==> src/ctpc_pkg.sv <==
`timescale 1ns / 1ps

package ctpc_pkg;

    localparam int SPEED_W = 12;
    localparam int ERR_W   = SPEED_W + 1;
    localparam int GAIN_W  = 8;
    localparam int THR_W   = 8;
    localparam int INDEX_W = 3;

    localparam logic [GAIN_W-1:0] PROP_GAIN_RST      = 8'd100;
    localparam logic [GAIN_W-1:0] INTEG_GAIN_RST     = 8'd1;
    localparam logic [GAIN_W-1:0] DERIV_GAIN_RST     = 8'd5;
    localparam logic [GAIN_W-1:0] GAS_INCREMENT_RST  = 8'd2;
    localparam logic [THR_W-1:0]  THROTTLE_LIMIT_RST = 8'd80;

    typedef enum logic [INDEX_W-1:0] {
        REG_PROP_GAIN      = 3'd0,
        REG_INTEG_GAIN     = 3'd1,
        REG_DERIV_GAIN     = 3'd2,
        REG_GAS_INCREMENT  = 3'd3,
        REG_THROTTLE_LIMIT = 3'd4
    } cfg_index_t;

    typedef struct packed {
        logic               gas_pressed;
        logic               brake_pressed;
        logic               cruise_level;
        logic [SPEED_W-1:0] speed;
    } sample_t;

    typedef struct packed {
        logic [THR_W-1:0]   throttle_out;
        logic               cruise_on;
        logic [SPEED_W-1:0] target_speed;
    } result_t;

    typedef struct packed {
        logic [GAIN_W-1:0] prop_gain;
        logic [GAIN_W-1:0] integ_gain;
        logic [GAIN_W-1:0] deriv_gain;
        logic [GAIN_W-1:0] gas_increment;
        logic [THR_W-1:0]  throttle_limit;
    } cfg_t;

endpackage

==> src/ctpc_cfg_regs.sv <==
`timescale 1ns / 1ps

module ctpc_cfg_regs
    import ctpc_pkg::*;
(
    input  logic               clk,
    input  logic               rst_n,
    input  logic               cfg_valid,
    output logic               cfg_ready,
    input  logic [INDEX_W-1:0] cfg_index,
    input  logic [GAIN_W-1:0]  cfg_data,
    output cfg_t               cfg
);

    cfg_t cfg_reg;
    cfg_t cfg_next;

    assign cfg_ready = 1'b1;
    assign cfg       = cfg_reg;

    always_comb
    begin
        cfg_next = cfg_reg;
        if (cfg_valid)
        begin
            case (cfg_index)
                REG_PROP_GAIN:      cfg_next.prop_gain      = cfg_data;
                REG_INTEG_GAIN:     cfg_next.integ_gain     = cfg_data;
                REG_DERIV_GAIN:     cfg_next.deriv_gain     = cfg_data;
                REG_GAS_INCREMENT:  cfg_next.gas_increment  = cfg_data;
                REG_THROTTLE_LIMIT: cfg_next.throttle_limit = cfg_data;
                default:            cfg_next = cfg_reg;
            endcase
        end
    end

    always_ff @(posedge clk or negedge rst_n)
    begin
        if (!rst_n)
        begin
            cfg_reg.prop_gain      <= PROP_GAIN_RST;
            cfg_reg.integ_gain     <= INTEG_GAIN_RST;
            cfg_reg.deriv_gain     <= DERIV_GAIN_RST;
            cfg_reg.gas_increment  <= GAS_INCREMENT_RST;
            cfg_reg.throttle_limit <= THROTTLE_LIMIT_RST;
        end
        else
        begin
            cfg_reg <= cfg_next;
        end
    end

endmodule

==> src/ctpc_pid.sv <==
`timescale 1ns / 1ps

module ctpc_pid
    import ctpc_pkg::*;
#(
    parameter int INTEG_BITS = 32
)
(
    input  logic               clk,
    input  logic               rst_n,
    input  logic               en,
    input  logic [SPEED_W-1:0] target,
    input  logic [SPEED_W-1:0] speed,
    input  cfg_t               cfg,
    output logic [THR_W-1:0]   throttle
);

    localparam int SUM_W = INTEG_BITS + 11;
    localparam int P_W   = ERR_W + GAIN_W + 1;
    localparam int D_W   = ERR_W + GAIN_W + 2;
    localparam int I_W   = INTEG_BITS + GAIN_W + 1;

    localparam logic signed [INTEG_BITS-1:0] INTEG_MAX = {1'b0, {(INTEG_BITS-1){1'b1}}};
    localparam logic signed [INTEG_BITS-1:0] INTEG_MIN = {1'b1, {(INTEG_BITS-1){1'b0}}};

    logic signed [INTEG_BITS-1:0] integral_reg;
    logic signed [INTEG_BITS-1:0] integral_next;
    logic signed [ERR_W-1:0]      last_err_reg;

    logic signed [ERR_W-1:0]    err;
    logic signed [INTEG_BITS:0] acc_wide;
    logic signed [ERR_W:0]      der;
    logic signed [P_W-1:0]      p_term;
    logic signed [I_W-1:0]      i_term;
    logic signed [D_W-1:0]      d_term;
    logic signed [SUM_W-1:0]    sum;

    always_comb
    begin
        err = $signed({1'b0, target}) - $signed({1'b0, speed});
        acc_wide = $signed({integral_reg[INTEG_BITS-1], integral_reg})
                 + $signed({{(INTEG_BITS+1-ERR_W){err[ERR_W-1]}}, err});
        if (acc_wide[INTEG_BITS] != acc_wide[INTEG_BITS-1])
        begin
            integral_next = acc_wide[INTEG_BITS] ? INTEG_MIN : INTEG_MAX;
        end
        else
        begin
            integral_next = acc_wide[INTEG_BITS-1:0];
        end
        der = $signed({err[ERR_W-1], err}) - $signed({last_err_reg[ERR_W-1], last_err_reg});

        p_term = $signed({1'b0, cfg.prop_gain}) * err;
        i_term = $signed({1'b0, cfg.integ_gain}) * integral_next;
        d_term = $signed({1'b0, cfg.deriv_gain}) * der;

        sum = $signed({{(SUM_W-P_W){p_term[P_W-1]}}, p_term})
            + $signed({{(SUM_W-I_W){i_term[I_W-1]}}, i_term})
            + $signed({{(SUM_W-D_W){d_term[D_W-1]}}, d_term});

        if (sum[SUM_W-1])
        begin
            throttle = '0;
        end
        else if (sum > $signed({{(SUM_W-THR_W){1'b0}}, cfg.throttle_limit}))
        begin
            throttle = cfg.throttle_limit;
        end
        else
        begin
            throttle = sum[THR_W-1:0];
        end
    end

    always_ff @(posedge clk or negedge rst_n)
    begin
        if (!rst_n)
        begin
            integral_reg <= '0;
            last_err_reg <= '0;
        end
        else if (en)
        begin
            integral_reg <= integral_next;
            last_err_reg <= err;
        end
    end

endmodule

==> src/ctpc_mode.sv <==
`timescale 1ns / 1ps

module ctpc_mode
    import ctpc_pkg::*;
(
    input  logic               clk,
    input  logic               rst_n,
    input  logic               step,
    input  sample_t            word,
    input  cfg_t               cfg,
    input  logic [THR_W-1:0]   pid_throttle,
    output logic               pid_en,
    output logic [SPEED_W-1:0] target,
    output result_t            result
);

    logic               cruise_reg;
    logic               cruise_next;
    logic               button_reg;
    logic [SPEED_W-1:0] target_reg;
    logic [SPEED_W-1:0] target_next;
    logic [THR_W-1:0]   throttle_reg;
    logic [THR_W-1:0]   throttle_next;

    logic               toggle;
    logic               pid_sel;
    logic [THR_W:0]     gas_sum;

    always_comb
    begin
        toggle      = button_reg & ~word.cruise_level;
        target_next = toggle ? word.speed : target_reg;
        cruise_next = (toggle ^ cruise_reg) & ~word.brake_pressed;
        pid_sel     = ~word.brake_pressed & ~word.gas_pressed & cruise_next;
        gas_sum     = {1'b0, throttle_reg} + {1'b0, cfg.gas_increment};

        if (word.brake_pressed)
        begin
            throttle_next = '0;
        end
        else if (word.gas_pressed)
        begin
            throttle_next = (gas_sum > {1'b0, cfg.throttle_limit}) ? cfg.throttle_limit
                                                                   : gas_sum[THR_W-1:0];
        end
        else if (pid_sel)
        begin
            throttle_next = pid_throttle;
        end
        else
        begin
            throttle_next = '0;
        end
    end

    assign pid_en = step & pid_sel;
    assign target = target_next;

    assign result.throttle_out = throttle_next;
    assign result.cruise_on    = cruise_next;
    assign result.target_speed = target_next;

    always_ff @(posedge clk or negedge rst_n)
    begin
        if (!rst_n)
        begin
            cruise_reg   <= 1'b0;
            button_reg   <= 1'b1;
            target_reg   <= '0;
            throttle_reg <= '0;
        end
        else if (step)
        begin
            cruise_reg   <= cruise_next;
            button_reg   <= word.cruise_level;
            target_reg   <= target_next;
            throttle_reg <= throttle_next;
        end
    end

endmodule

==> src/cruise_throttle_pid_controller.sv <==
`timescale 1ns / 1ps

// Channel   Direction  Handshake                    Word
// sample    in         sample_valid / sample_ready  sample_t (pedals, button, speed)
// result    out        result_valid / result_ready  result_t (throttle, mode, target)
// cfg       in         cfg_valid / cfg_ready        cfg_index, cfg_data
//
// A sample word is registered, processed by the mode logic and the PID datapath
// combinationally, and lands in the result register; one word per cycle is sustained
// while result_ready is high. A word goes from the input stage to the result register.
// The PID multipliers and the integral saturation set the critical path.
// Reset clears the control state, restores the register defaults and empties both stages.
// A stalled result register holds the input stage, which then stops taking words.

module cruise_throttle_pid_controller
    import ctpc_pkg::*;
#(
    parameter int INTEG_BITS = 32
)
(
    input  logic               clk,
    input  logic               rst_n,
    input  logic               sample_valid,
    output logic               sample_ready,
    input  sample_t            sample,
    output logic               result_valid,
    input  logic               result_ready,
    output result_t            result,
    input  logic               cfg_valid,
    output logic               cfg_ready,
    input  logic [INDEX_W-1:0] cfg_index,
    input  logic [GAIN_W-1:0]  cfg_data
);

    cfg_t               cfg;
    logic               stage_valid_reg;
    sample_t            stage_word_reg;
    logic               out_valid_reg;
    result_t            out_word_reg;
    logic               step;
    logic               pid_en;
    logic [SPEED_W-1:0] target;
    logic [THR_W-1:0]   pid_throttle;
    result_t            result_next;

    assign step         = stage_valid_reg & (~out_valid_reg | result_ready);
    assign sample_ready = ~stage_valid_reg | step;
    assign result_valid = out_valid_reg;
    assign result       = out_word_reg;

    ctpc_cfg_regs u_cfg_regs (
        .clk       (clk),
        .rst_n     (rst_n),
        .cfg_valid (cfg_valid),
        .cfg_ready (cfg_ready),
        .cfg_index (cfg_index),
        .cfg_data  (cfg_data),
        .cfg       (cfg)
    );

    ctpc_mode u_mode (
        .clk          (clk),
        .rst_n        (rst_n),
        .step         (step),
        .word         (stage_word_reg),
        .cfg          (cfg),
        .pid_throttle (pid_throttle),
        .pid_en       (pid_en),
        .target       (target),
        .result       (result_next)
    );

    ctpc_pid #(
        .INTEG_BITS (INTEG_BITS)
    ) u_pid (
        .clk      (clk),
        .rst_n    (rst_n),
        .en       (pid_en),
        .target   (target),
        .speed    (stage_word_reg.speed),
        .cfg      (cfg),
        .throttle (pid_throttle)
    );

    always_ff @(posedge clk or negedge rst_n)
    begin
        if (!rst_n)
        begin
            stage_valid_reg <= 1'b0;
            out_valid_reg   <= 1'b0;
        end
        else
        begin
            if (sample_ready)
            begin
                stage_valid_reg <= sample_valid;
            end
            if (step)
            begin
                out_valid_reg <= 1'b1;
            end
            else if (result_ready)
            begin
                out_valid_reg <= 1'b0;
            end
        end
    end

    always_ff @(posedge clk)
    begin
        if (sample_valid && sample_ready)
        begin
            stage_word_reg <= sample;
        end
        if (step)
        begin
            out_word_reg <= result_next;
        end
    end

`ifndef SYNTH
    a_throttle_in_limit: assert property (@(posedge clk) disable iff (!rst_n)
        out_valid_reg |-> out_word_reg.throttle_out <= cfg.throttle_limit)
        else $error("throttle above limit");

    a_brake_clears: assert property (@(posedge clk) disable iff (!rst_n)
        step && stage_word_reg.brake_pressed
        |=> out_word_reg.throttle_out == '0 && !out_word_reg.cruise_on)
        else $error("brake did not clear throttle and cruise");

    a_idle_zero: assert property (@(posedge clk) disable iff (!rst_n)
        step && !stage_word_reg.gas_pressed && !result_next.cruise_on
        |=> out_word_reg.throttle_out == '0)
        else $error("throttle not zero outside gas and cruise");

    a_stage_holds: assert property (@(posedge clk) disable iff (!rst_n)
        stage_valid_reg && !step |=> stage_valid_reg && $stable(stage_word_reg))
        else $error("input stage lost a word under stall");

    a_pid_only_cruise: assert property (@(posedge clk) disable iff (!rst_n)
        pid_en |-> step && result_next.cruise_on && !stage_word_reg.gas_pressed)
        else $error("PID state updated outside a cruise tick");
`endif

endmodule
==> config.mk <==
export PLATFORM = sky130hd
export DESIGN_NAME = cruise_throttle_pid_controller
export DESIGN_NICKNAME = d
export VERILOG_FILES = /design/src/ctpc_pkg.sv /design/src/ctpc_cfg_regs.sv /design/src/ctpc_pid.sv /design/src/ctpc_mode.sv /design/src/cruise_throttle_pid_controller.sv
export SDC_FILE = /design/constraint.sdc
export NUM_CORES = 2
export LEC_CHECK = 0
export ABC_AREA = 0
export BUFFER_PORTS_ARGS = -buffer_cell sky130_fd_sc_hd__buf_2
export CORE_MARGIN = 1
export CORE_UTILIZATION = 40
export CTS_BUF_LIST = sky130_fd_sc_hd__clkbuf_4
export CTS_CLUSTER_SIZE = 30
export DETAILED_ROUTE_END_ITERATION = 7
export MAX_ROUTING_LAYER = met4
export PLACE_DENSITY = 0.55
export SYNTH_ARGS = -nofsm -noshare
export SYNTH_HDL_FRONTEND = slang
export SYNTH_SLANG_ARGS = --single-unit
==> constraint.sdc <==
create_clock -name clk -period 16.3 [get_ports clk]
set_input_delay 3.26 -clock clk [delete_from_list [all_inputs] [get_ports clk]]
set_output_delay 3.26 -clock clk [all_outputs]
set_load 0.02 [all_outputs]
---- After elaboration in Yosys (flattened, before gate mapping) ----
Index checks and enable logic that the tools add are counted.
cells by class
  reductions and logical operators ........ 8
  eq/ne operators ......................... 5
  magnitude comparators ................... 2
  bitwise logic cells ..................... 14
  $mul .................................... 3
  add/subtract/negate cells ............... 6
  mux-type cells .......................... 11
operator list
  cell                                                                    count
  32-bit two-way mux                                                      2
  8-bit two-way mux                                                       6
  42-bit by 23-bit adder with 43-bit output                               1
  43-bit by 9-bit > comparator with 1-bit output                          1
  22-bit by 41-bit adder with 42-bit output                               1
  9-bit by 32-bit multiplier with 41-bit output                           1
  32-bit by 13-bit adder with 33-bit output                               1
  9-bit by 14-bit multiplier with 23-bit output                           1
  9-bit by 13-bit multiplier with 22-bit output                           1
  13-bit by 13-bit subtractor with 14-bit output                          1
  12-bit by 12-bit subtractor with 13-bit output                          1
  12-bit two-way mux                                                      1
  2-bit AND reduction                                                     5
  8-bit by 8-bit adder with 9-bit output                                  1
  9-bit by 8-bit > comparator with 1-bit output                           1
  1-bit bitwise AND                                                       6
  3-bit by 2-bit equality test with 1-bit output (second input constant)  2
  1-bit NOT                                                               5
  3-bit by 1-bit equality test with 1-bit output (second input constant)  1
  3-bit equality test (second input constant)                             1
  3-bit logical NOT                                                       1
  1-bit two-way mux                                                       2
  1-bit OR                                                                2
  2-bit nonzero test                                                      1
  3 further kinds                                                         3
storage, ports and cells
  register bits after elaboration ......... 145
  word-level logic and storage cells ...... 69
  input port bits ......................... 31
  output and inout bits ................... 24

---- Logic depth before layout (Yosys ltp) ----
  depth after elaboration ................. 16
  gate-level depth with buffers ........... 63
  depth with buffers taken out ............ 58

---- Hierarchy ----
Synthesis repeated with hierarchy kept, for this count alone.
unflattened totals
  cell total of the unflattened synthesis .. 3089
  area total of the unflattened synthesis .. 29280.6 um^2
by module, submodules not included
  module                          area each (um^2)  sequential area each (um^2)  times used  cells each
  ctpc_pid                        24691.2           1126.1                       1           2763
  ctpc_mode                       1853.0            551.8                        1           192
  ctpc_cfg_regs                   1551.5            1012.2                       1           90
  cruise_throttle_pid_controller  1184.9            1131.1                       1           44

---- Worst setup path before layout ----
No wires, ideal clock.
  path type ............................... register to register
  from .................................... register u_mode.button_reg
  to ...................................... register out_word_reg (netlist bit result[13]), data pin
  path slack .............................. 1926 ps
  setup time .............................. 146 ps
  data required time ...................... 16154 ps
  path buffers ............................ 5
  cell stages (with the launch flop) ...... 59
  arrival ................................. 14227 ps
  clock period less this slack ............ 14374 ps
  path through ............................ dfstp_2 > nor2b_1 > clkbuf_1 > mux2i_1 > ha_1 > fa_1 > nor2b_1 > o21ai_0 > a21boi_1 > o21ai_0 > a21boi_1 > o21ai_0 > a21boi_1 > o21ai_0 > nand2b_1 > a21o_1 > a21oi_1 > clkbuf_1 > (+23 left out) > fa_1 > inv_1 > fa_1 > inv_1 > ha_1 > buf_2 > nand4_1 > or3_1 > nand2b_4 > a31oi_4 > a2bb2oi_2 > o311a_1 > nand4_1 > nor4_2 > nand4_2 > nor2_8 > mux2_4 > a21oi_1
RTL lines
  item                    line                                   RTL
  start, declared         ctpc_mode.sv:19                        logic button_reg;
  start signal, assigned  ctpc_mode.sv:75                        button_reg <= word.cruise_level;
  end signal, assigned    cruise_throttle_pid_controller.sv:117  out_word_reg <= result_next;
  end, declared           cruise_throttle_pid_controller.sv:39   result_t out_word_reg;

==> results.json <==
{
  "status": "complete, no violations",
  "antenna_found_initial": 2,
  "endpoint_kind": "flip-flop",
  "wl_mm": 77.7,
  "fin_crit_sh": 0.944,
  "row_count": 98,
  "ys.flop_type": "dfrtp_1",
  "synth_nets": 3943,
  "drc": 0,
  "via_count": 21054,
  "syn_to_final_growth_pct": 5.80,
  "cts_buffer_depth": 2,
  "cp-startpoint": "u_mode.button_reg",
  "ios": 55,
  "timing_hold_violations_final": 0,
  "worstHoldStart": "u_mode.button_reg",
  "h-tree-depth": 4,
  "crit_path_max_fanout": 27,
  "drv_slew": 0,
  "die_width_microns": 273,
  "grt-ovfl-total": 0,
  "slowest_delay_ps": 620,
  "fillCellCount": 7161,
  "drive_gt1_frac": 0.0903,
  "gp_congestion": 0.897,
  "wl_per_cell_microns": 18.9,
  "worst_pin_slew_ps": 1230,
  "critical_path.slowest_cell": "fa_1",
  "cts_made_buffers": 17,
  "hpwl_mm": 64.9,
  "worst_slew_margin_rel": 0.178,
  "drtIter0Drc": 1229,
  "tns_ps": 0,
  "fin_area_sq_um": 31100,
  "antenna_left": 0,
  "cts.clk_slew.worst_paths_ps": 170,
  "hold_depth": 2,
  "first_pass_iters": 7,
  "cp-start-kind": "flip-flop",
  "crit_top_cell": "fa_1",
  "setup_viol": 0,
  "syn_area_sq_um": 29400,
  "ys.warnings.count": 0,
  "max_freq_mhz": 65.0,
  "period_minus_slack_ps": 15390,
  "fin_skew_ps": 37.6,
  "synth_area_per_cell_sq_um": 9.43,
  "hold_buffers": 0,
  "largest_register_ffs": 40,
  "grt_max_degree": 66,
  "root_buffer": "clkbuf_4",
  "io_buffer_count": 53,
  "grt_pass1_wl_mm": 129,
  "cts_tree": "built",
  "clock_latency_ps": 700,
  "synth-edff-count": 36,
  "placed_area_sq_um": 30700,
  "dp_cells": 4072,
  "final_cell_mix": "702 x inv_1, 566 x fa_1, 444 x nand2_1",
  "r2r_cells": 56,
  "cts.sinks": 145,
  "via_per_inst": 5.13,
  "multiInputGateArea_sq_um": 22500,
  "syn_inst": 3114,
  "crit_required_ps": 16840,
  "grt_usage": 0.230,
  "ys_ff_latch": 145,
  "regToRegStartpoint": "u_mode.button_reg",
  "grt_pass1_vias": 22700,
  "initial_core_util": 0.407,
  "path_class": "flip-flop to flip-flop",
  "hold_path_class": "flip-flop to flip-flop",
  "nNetsFinal": 3972,
  "dieArea_sq_um": 74500,
  "core_area_sq_um": 72100,
  "layout.cells.most_common": "inv_1",
  "ys_seq_area_frac": 0.130,
  "regArea_sq_um": 3820,
  "cp.arrival_ps": 15930,
  "die_h_microns": 273,
  "maxCapViolCount": 0,
  "synth.distinct_cells": 99,
  "holdWs_ps": 476,
  "async_flop_share": 0.752,
  "fin_cells": 4107
}
-- per-layer routing --
metal,GRT usage,up-vias,share of wire
met5,-,-,0
met4,0.0463,0,0.015
met3,0.0280,62,0.046
met2,0.358,430,0.47
met1,0.322,10903,0.47
li1,-,9659,-
-- metrics by stage --
stage / worst slack (ps) / utilization
floorplan: 1930 / -
global placement: 201 / 0.426
detailed placement: 228 / 0.426
CTS: 101 / 0.430
global route: -0.227 / 0.431
finish: 914 / 0.431
-- final cells by class --
type | count | area share
Multi-Input combinational cell | 2179 | 0.725
Sequential cell | 145 | 0.123
Inverter | 702 | 0.0848
Tap cell | 950 | 0.0383
Timing Repair Buffer | 98 | 0.0199
Clock inverter | 15 | 0.00504
Clock buffer | 17 | 0.00411
Antenna cell | 1 | 0.0000806
-- what timing repair did --
action / CTS / global route
setup endpoints to repair: 0 / 16
buffers inserted: 0 / 2
gates resized for setup: 0 / 9
-- worst max-delay path, delay by kind of cell (launching register included) --
kind                       cells  cell delay (ps)
adders and majority gates     11             5120
muxes                          2              670
buffers and inverters          8             1390
and+or+nand+nor               12             2550
AOI/OAI and AO/OA             20             4430
xor gates and xnor gates       3              460
DFF                            1              560
-- synth_stat cells, types with 14 or more instances --
cell type	number	area (sq um)
dfrtp_1	99	2480
nand2_1	444	1670
o21a_1	15	113
a31oi_1	25	156
nor2b_1	38	238
edfxtp_1	36	1080
o21ai_1	28	140
nor2_1	69	259
xor2_1	24	210
o21ai_0	83	415
a21o_1	35	263
ha_1	232	2900
fa_1	566	11300
mux2_2	85	957
inv_1	702	2640
nor3_1	16	80.1
a21oi_1	87	435
nand2b_1	14	87.6
nand4_1	19	119
and2_1	174	1090
clkbuf_1	65	244
nand3_1	14	70.1
xnor2_1	47	412
-- cells by family after synthesis --
family	after synthesis	share of synthesized area
buffers and inverters	790	0.105
XOR/XNOR	71	0.0212
AND/OR/NAND/NOR	831	0.136
multiplexers	99	0.0387
AO/OA/AOI/OAI	379	0.0843
adder cells (fa/ha/maj)	798	0.485
flip-flops	145	0.130
other	1	0.000128
-- path summary, 6_finish.rpt --
kind	endpoint	slack, ps
worst max-delay path	result[19]	910
worst min-delay path	u_mode.button_reg	480
worst max register to register	result[19]	910
worst min register to register	u_mode.button_reg	480
max in group asynchronous	u_pid.integral_reg[27]	12330
min in group asynchronous	u_cfg_regs.cfg[10]	2640
Power is left out: the tool's default activity adds up to more than one toggle a clock period on the data nets, which glitch-free logic cannot reach.
